**src/rtl/fbpa_pkg.sv**
```systemverilog
// fbpa_pkg: shared widths, defaults and codes of the fixed block pool allocator
package fbpa_pkg;

    localparam int SLOTS_DEF      = 64;
    localparam int ADDR_WIDTH_DEF = 32;

    localparam int FIELD_W  = 32;
    localparam int SIZE_W   = 17;
    localparam int ACTIVE_W = 7;
    localparam int CFG_IDX_W = 2;

    localparam logic [FIELD_W-1:0]  BASE_RST   = '0;
    localparam logic [SIZE_W-1:0]   SIZE_RST   = SIZE_W'(64);
    localparam logic [ACTIVE_W-1:0] ACTIVE_RST = ACTIVE_W'(64);

    typedef enum logic [CFG_IDX_W-1:0] {
        CFG_BASE_ADDRESS  = 2'd0,
        CFG_BLOCK_SIZE    = 2'd1,
        CFG_ACTIVE_BLOCKS = 2'd2
    } t_cfg_idx;

    typedef enum logic [1:0] {
        ST_OK          = 2'd0,
        ST_FULL        = 2'd1,
        ST_NOT_IN_POOL = 2'd2,
        ST_NO_SLOT     = 2'd3
    } t_status;

    typedef enum logic {
        OP_ALLOC = 1'b0,
        OP_FREE  = 1'b1
    } t_opcode;

endpackage

```
**src/rtl/fixed_block_pool_allocator_top.sv**
```systemverilog
// fixed_block_pool_allocator_top: slot table allocator with a sequencer, a multiply/add and an adder/compare
//
// Hands out fixed-size blocks from a pool at the base address register. A request is taken when
// start is high and busy is low; its one result appears on o_block_address/o_status for exactly
// one cycle with o_result_valid, and the receiver cannot stall it. The slot table is a memory
// with one read and one write port, walked one slot per cycle; an allocate walks it for the
// first filled slot. A free walks the block addresses with one adder and comparator, one block
// per cycle, then walks the slots for an empty one. After reset the block is busy while the
// slot table is loaded with index i in slot i. Config writes are always taken and must only be
// issued while busy is low.
module fixed_block_pool_allocator_top
    import fbpa_pkg::*;
#(
    parameter int SLOTS      = SLOTS_DEF,
    parameter int ADDR_WIDTH = ADDR_WIDTH_DEF
) (
    input  logic                 i_clk,
    input  logic                 i_rst_n,
    input  logic                 start,
    output logic                 busy,
    input  logic                 i_opcode,
    input  logic [FIELD_W-1:0]   i_address,
    output logic                 o_result_valid,
    output logic [FIELD_W-1:0]   o_block_address,
    output logic [1:0]           o_status,
    input  logic                 i_cfg_valid,
    output logic                 o_cfg_ready,
    input  logic [CFG_IDX_W-1:0] i_cfg_index,
    input  logic [FIELD_W-1:0]   i_cfg_data
);

    localparam int AW = ADDR_WIDTH;
    localparam int IW = (SLOTS > 1) ? $clog2(SLOTS) : 1;
    localparam int CW = $clog2(SLOTS + 1);
    localparam int NW = (CW > ACTIVE_W) ? CW : ACTIVE_W;
    localparam int PW = IW + SIZE_W;

    typedef struct packed {
        logic          vld;
        logic [IW-1:0] idx;
    } t_slot;

    typedef enum logic [6:0] {
        S_INIT   = 7'b0000001,
        S_IDLE   = 7'b0000010,
        S_ALLOC  = 7'b0000100,
        S_AMUL   = 7'b0001000,
        S_AADD   = 7'b0010000,
        S_FMATCH = 7'b0100000,
        S_FSLOT  = 7'b1000000
    } t_state;

    t_state              r_state;
    logic [CW-1:0]       r_ptr;
    logic                r_p1;
    logic [IW-1:0]       r_chk;
    logic [IW-1:0]       r_idx;
    logic [IW-1:0]       r_blk;
    logic [PW-1:0]       r_prod;
    logic [AW-1:0]       r_acc;
    logic [AW-1:0]       r_key;
    logic [FIELD_W-1:0]  r_base;
    logic [SIZE_W-1:0]   r_size;
    logic [ACTIVE_W-1:0] r_active;
    logic                r_res_vld;
    logic [FIELD_W-1:0]  r_res_addr;
    t_status             r_res_status;

    t_slot               r_mem [SLOTS];
    t_slot               r_rd_data;

    logic [NW-1:0]       act_ext;
    logic [CW-1:0]       live_cnt;
    logic                ptr_live;
    logic                hit;
    logic                mem_we;
    logic [IW-1:0]       mem_wa;
    t_slot               mem_wd;

    // active count above the table depth behaves as the depth
    always_comb begin
        act_ext  = NW'(r_active);
        live_cnt = (act_ext > NW'(SLOTS)) ? CW'(SLOTS) : CW'(act_ext);
        ptr_live = (r_ptr < live_cnt);
    end

    // r_rd_data holds slot r_chk whenever r_p1 is set
    always_comb begin
        hit = 1'b0;
        if (r_state == S_ALLOC) begin
            hit = r_p1 && r_rd_data.vld;
        end else if (r_state == S_FSLOT) begin
            hit = r_p1 && !r_rd_data.vld;
        end
    end

    always_comb begin
        mem_we = 1'b0;
        mem_wa = r_chk;
        mem_wd = '{vld: 1'b1, idx: r_blk};
        case (r_state)
            S_INIT: begin
                mem_we = 1'b1;
                mem_wa = r_ptr[IW-1:0];
                mem_wd = '{vld: 1'b1, idx: r_ptr[IW-1:0]};
            end
            S_ALLOC: begin
                mem_we = hit;
                mem_wd = '{vld: 1'b0, idx: r_rd_data.idx};
            end
            S_FSLOT: begin
                mem_we = hit;
            end
            default: begin
                mem_we = 1'b0;
            end
        endcase
    end

    always_ff @(posedge i_clk) begin
        if (mem_we) begin
            r_mem[mem_wa] <= mem_wd;
        end
        r_rd_data <= r_mem[r_ptr[IW-1:0]];
    end

    // configuration registers
    always_ff @(posedge i_clk) begin
        if (!i_rst_n) begin
            r_base   <= BASE_RST;
            r_size   <= SIZE_RST;
            r_active <= ACTIVE_RST;
        end else if (i_cfg_valid) begin
            case (i_cfg_index)
                CFG_BASE_ADDRESS:  r_base   <= i_cfg_data;
                CFG_BLOCK_SIZE:    r_size   <= i_cfg_data[SIZE_W-1:0];
                CFG_ACTIVE_BLOCKS: r_active <= i_cfg_data[ACTIVE_W-1:0];
                default: begin
                    r_base <= r_base;
                end
            endcase
        end
    end

    always_ff @(posedge i_clk) begin
        if (!i_rst_n) begin
            r_state   <= S_INIT;
            r_ptr     <= '0;
            r_p1      <= 1'b0;
            r_res_vld <= 1'b0;
        end else begin
            r_res_vld <= 1'b0;
            r_p1      <= 1'b0;
            case (r_state)
                S_INIT: begin
                    r_ptr <= r_ptr + 1'b1;
                    if (r_ptr == CW'(SLOTS - 1)) begin
                        r_state <= S_IDLE;
                    end
                end
                S_IDLE: begin
                    r_ptr <= '0;
                    if (start) begin
                        r_acc <= AW'(r_base);
                        r_key <= AW'(i_address);
                        if (i_opcode == OP_FREE) begin
                            r_state <= S_FMATCH;
                        end else begin
                            r_state <= S_ALLOC;
                        end
                    end
                end
                S_ALLOC, S_FSLOT: begin
                    // one slot read issued per cycle, checked in the next cycle
                    r_p1  <= ptr_live && !hit;
                    r_chk <= r_ptr[IW-1:0];
                    if (ptr_live) begin
                        r_ptr <= r_ptr + 1'b1;
                    end
                    if (hit) begin
                        if (r_state == S_ALLOC) begin
                            r_idx   <= r_rd_data.idx;
                            r_state <= S_AMUL;
                        end else begin
                            r_res_vld    <= 1'b1;
                            r_res_addr   <= '0;
                            r_res_status <= ST_OK;
                            r_state      <= S_IDLE;
                        end
                    end else if (!ptr_live && !r_p1) begin
                        r_res_vld <= 1'b1;
                        if (r_state == S_ALLOC) begin
                            r_res_addr   <= FIELD_W'(AW'(r_base));
                            r_res_status <= ST_FULL;
                        end else begin
                            r_res_addr   <= '0;
                            r_res_status <= ST_NO_SLOT;
                        end
                        r_state <= S_IDLE;
                    end
                end
                S_AMUL: begin
                    r_prod  <= PW'(r_idx) * PW'(r_size);
                    r_state <= S_AADD;
                end
                S_AADD: begin
                    r_res_vld    <= 1'b1;
                    r_res_addr   <= FIELD_W'(AW'(r_base) + AW'(r_prod));
                    r_res_status <= ST_OK;
                    r_state      <= S_IDLE;
                end
                S_FMATCH: begin
                    // running block address, lowest matching block wins
                    if (!ptr_live) begin
                        r_res_vld    <= 1'b1;
                        r_res_addr   <= '0;
                        r_res_status <= ST_NOT_IN_POOL;
                        r_state      <= S_IDLE;
                    end else if (r_acc == r_key) begin
                        r_blk   <= r_ptr[IW-1:0];
                        r_ptr   <= '0;
                        r_state <= S_FSLOT;
                    end else begin
                        r_acc <= r_acc + AW'(r_size);
                        r_ptr <= r_ptr + 1'b1;
                    end
                end
                default: begin
                    r_state <= S_IDLE;
                end
            endcase
        end
    end

    assign busy            = (r_state != S_IDLE);
    assign o_cfg_ready     = 1'b1;
    assign o_result_valid  = r_res_vld;
    assign o_block_address = r_res_addr;
    assign o_status        = r_res_status;

endmodule

```
**config.mk**
```make
export PLATFORM = sky130hd
export DESIGN_NAME = fixed_block_pool_allocator_top
export DESIGN_NICKNAME = d
export VERILOG_FILES = /design/src/rtl/fbpa_pkg.sv /design/src/rtl/fixed_block_pool_allocator_top.sv
export SDC_FILE = /design/constraint.sdc
export NUM_CORES = 1
export LEC_CHECK = 0
export ABC_AREA = 1
export BUFFER_PORTS_ARGS = -buffer_cell sky130_fd_sc_hd__buf_2
export CAP_MARGIN = 5
export CORE_MARGIN = 2
export CORE_UTILIZATION = 43
export DETAILED_ROUTE_END_ITERATION = 7
export SLEW_MARGIN = 5
export SYNTH_ARGS = -nofsm -noshare
export SYNTH_HDL_FRONTEND = slang
export SYNTH_SLANG_ARGS = --single-unit
```
**constraint.sdc**
```tcl
create_clock -name i_clk -period 17.4 [get_ports i_clk]
set_input_delay 5.22 -clock i_clk [delete_from_list [all_inputs] [get_ports i_clk]]
set_output_delay 5.22 -clock i_clk [all_outputs]
set_load 0.02 [all_outputs]
```
==> qor.json <==
{
  "place_area_um2": 35090,
  "drt_drc_violations_left": 0,
  "grt_pass1_vias": 24070,
  "worst_slew_margin_rel_pct": 25.63,
  "utilization_pct": 48.49,
  "die_area_um2": 80420,
  "synth.net_count": 3767,
  "dp_hpwl_um": 61120,
  "clock_power_share_pct": 32.3,
  "port_buffers": 106,
  "fmax_ghz": 0.1355,
  "cts_setup_buffers": 0,
  "worstPathMaxFanout": 9,
  "yosysWarnings": 0,
  "wire_per_inst_um": 19.59,
  "wl_um": 92470,
  "cts-resized-gates": 0,
  "nets": 3832,
  "x_dimension_of_the_die_um": 283.6,
  "cellPowerDensity_nw_per_um2": 131.0,
  "timing.critical_path.to_type": "primary output",
  "grt_remaining_overflow": 0,
  "yosys-top-cells-area": "sky130_fd_sc_hd__edfxtp_1 (52%), sky130_fd_sc_hd__nand2_1 (9.2%), sky130_fd_sc_hd__nor2_1 (5.4%)",
  "clkSlewWorstSetupHoldPaths_ns": 0.06,
  "share_of_layout_cells_above_drive_strength_1_pct": 8.342,
  "core-area_um2": 77470,
  "timing_worst_setup_path_type": "reg -> out",
  "crit_arrival_ns": 2.16,
  "r2r_slack_ns": 12.88,
  "min_delay_worst_endpoint": "r_idx[1]",
  "leakage_dissipation_uw": 0.01547,
  "tritoncts": "yes",
  "via_count": 25190,
  "worstRegToRegCells": 14,
  "layout.cell_area.non_filler_um2": 37570,
  "result_of_the_run": "finished clean",
  "worst_hold_stages": 0,
  "final_period_minus_worst_setup_slack_ns": 7.382,
  "drv.max_cap_violation_count": 0,
  "clockRootBuffer": "sky130_fd_sc_hd__clkbuf_16",
  "largest_net_degree_at_the_start_of_global_routing": 96,
  "yosys_register_bits": 666,
  "syn2layout_area_growth_pct": 11.76,
  "dr.first_iter.drc_count": 2172,
  "grt_first_pass_wirelength_um": 142500,
  "floorplan.rows": 102,
  "antennaDiodeCount": 0,
  "yosysSeqAreaShare_pct": 57.14,
  "final.fill_count": 7238,
  "finalSetupViolations": 0,
  "critical_path_required_ns": 12.18,
  "multiInputGateArea_um2": 12430,
  "hold_viol": 0,
  "cts-buffers-inserted": 73,
  "tritoncts_num_sinks": 666,
  "ios": 108,
  "die_height_um": 283.6,
  "gp_congestion": 0.9630,
  "worst_r2r_endpoint": "r_prod[18]",
  "min-delay-start": "r_rd_data[1]",
  "power.net_switching_uw": 1710,
  "stdcell_count": 4720,
  "reg2reg_from": "r_idx[1]",
  "starting_utilization_of_the_core_area_pct": 43.39,
  "synthesized_instance_count": 3555,
  "cts.htree.levels": 3,
  "post_drt_via_cell_ratio": 5.338,
  "syn-cell-area_um2": 33610,
  "postCtsHoldBufs": 0,
  "worst_slew_pin_slew_ns": 1.109,
  "share_of_the_synthesized_area_in_the_top_cell_type_pct": 52.44,
  "share_comb_of_total_power_pct": 26.3,
  "drt_first_pass_iters": 5,
  "timing.critical_path.from_type": "register",
  "power_switching_share_pct": 34.73,
  "post-place-cells": 4585,
  "antenna_found_initial": 0,
  "postRouteAntennaNets": 0,
  "timing.final.max_slew_violations": 0,
  "worstHoldPathType": "reg -> reg",
  "clock_insertion_delay_worst_skew_ns": 0.63,
  "finalClockSkew_ns": 0.04023,
  "netlist-cell-type-count": 52,
  "area.sequential_um2": 19220,
  "pwr-share-seq_pct": 41.4,
  "internal_power_uw": 3212,
  "global_router_s_overall_resource_usage_pct": 22.80,
  "clock_path_buffers": 3,
  "ir_drop_uv": 109.4,
  "unrepaired_setup_endpoints_after_global_routing": "no",
  "average_cell_area_after_synthesis_um2": 9.455,
  "synth.largest_area_cell": "sky130_fd_sc_hd__edfxtp_1",
  "tns_ns": 0,
  "final_min_period_over_clock_period_pct": 42.43
}
-- registers in the layout, indices dropped and copies added (netlist names), 7 cells and up --
register,flops
r_mem,448
o_block_address,32
r_acc,32
r_base,32
r_key,32
r_prod,23
r_size,17
act_ext,7
r_ptr,7
r_rd_data,7
r_state,7
-- layout by cell type (no fill, tap or decap), drive strengths merged, types with 33 or more instances in the layout --
cell / instances
nand2: 830
edfxtp: 587
nor2: 495
inv: 379
o21ai: 360
nand3: 168
buf: 129
o22ai: 116
a21oi: 108
clkbuf: 93
dfxtp: 79
ha: 78
fa: 63
clkinv: 35
nand4: 33
-- per-stage QoR --
| stage | hold WS (ns) | setup WS [ns] | total power [uW] |
|---|---|---|---|
| final | 0.4484 | 10.02 | 4922 |
| after global routing | 0.4485 | 9.870 | 5168 |
| after CTS | 0.4383 | 10.00 | 4943 |
| after detailed placement | 0.4259 | 9.756 | 3357 |
| after global placement | 0.4181 | 9.750 | 3349 |
| after floorplan | 0.4086 | 8.251 | 2910 |
-- critical path, stage by stage, from the launching register on --
cell,delay [ns]
sky130_fd_sc_hd__dfxtp_1,0.33
sky130_fd_sc_hd__nor2_2,0.14
sky130_fd_sc_hd__nand2_2,0.10
sky130_fd_sc_hd__nor2_1,0.32
sky130_fd_sc_hd__clkinv_1,0.36
sky130_fd_sc_hd__buf_2,0.29
-- power by group through the flow --
stage / clock [uW] / combinational (uW) / sequential, uW
finish: 1590 / 1290 / 2040
global route: 1680 / 1440 / 2050
CTS: 1620 / 1290 / 2040
detailed placement: 0 / 1290 / 2070
global placement: 0 / 1280 / 2070
floorplan: 0 / 891 / 2020
-- layer usage --
| metal | up-vias | share of wire [%] | GRT usage, % |
|---|---|---|---|
| li1 | 12120 | - | - |
| met1 | 12110 | 45 | 32.09 |
| met2 | 827 | 46 | 36.80 |
| met3 | 136 | 6.2 | 3.087 |
| met4 | 0 | 2.5 | 6.852 |
| met5 | - | 0 | 0 |
-- logic make-up (layout without fill, tap and decap cells) --
kind of cell	count (synthesis)	in the layout	share of synthesized area [%]
fa+ha+maj	141	141	6.656
other cells	1	1	0.01116
simple gates	1570	1570	19.09
compound gates	618	618	10.04
buf+inv	521	646	6.067
xor+xnor	38	38	0.9901
flops	666	666	57.15
-- cell usage after synthesis (all sizes together) --
| cell type | instances |
|---|---|
| a21oi | 108 |
| o211ai | 2 |
| nand2 | 830 |
| o31ai | 1 |
| nand2b | 1 |
| ha | 78 |
| xnor2 | 22 |
| nand3 | 168 |
| nor3 | 25 |
| a31oi | 2 |
| inv | 377 |
| edfxtp | 587 |
| or2 | 4 |
| a22oi | 1 |
| o221ai | 1 |
| nor2 | 495 |
| xor2 | 16 |
| and3 | 1 |
| o21a | 6 |
| buf | 47 |
| a22o | 2 |
| dfxtp | 79 |
| conb | 1 |
| nor4 | 4 |
| a32o | 2 |
| o22ai | 116 |
| clkinv | 5 |
| clkbuf | 92 |
| nor2b | 1 |
| o21bai | 6 |
| nand3b | 5 |
| a21o | 9 |
| a21boi | 2 |
| o21ai | 360 |
| and2 | 3 |
| nand4 | 33 |
| fa | 63 |
-- worst max path at each step --
| stage | to | startpoint |
|---|---|---|
| 2_1_floorplan | r_acc[0] | i_rst_n |
| 3_3_place_gp | r_prod[6] | i_rst_n |
| 3_5_place_dp | r_prod[5] | i_rst_n |
| 4_1_cts | busy | r_state[4] |
| 5_1_grt | busy | r_state[4] |
| 6_report | busy | r_state[4] |
-- final cells by class --
cell class                      count  share of cell area (%)
Sequential cell                   666                   51.16
Multi-Input combinational cell   2368                   33.08
Clock buffer                       93                   5.339
Inverter                          382                   3.837
Tap cell                         1040                   3.464
Timing Repair Buffer              129                   1.872
Clock inverter                     42                   1.252
Note: power is estimated with default switching activity, not from simulation.
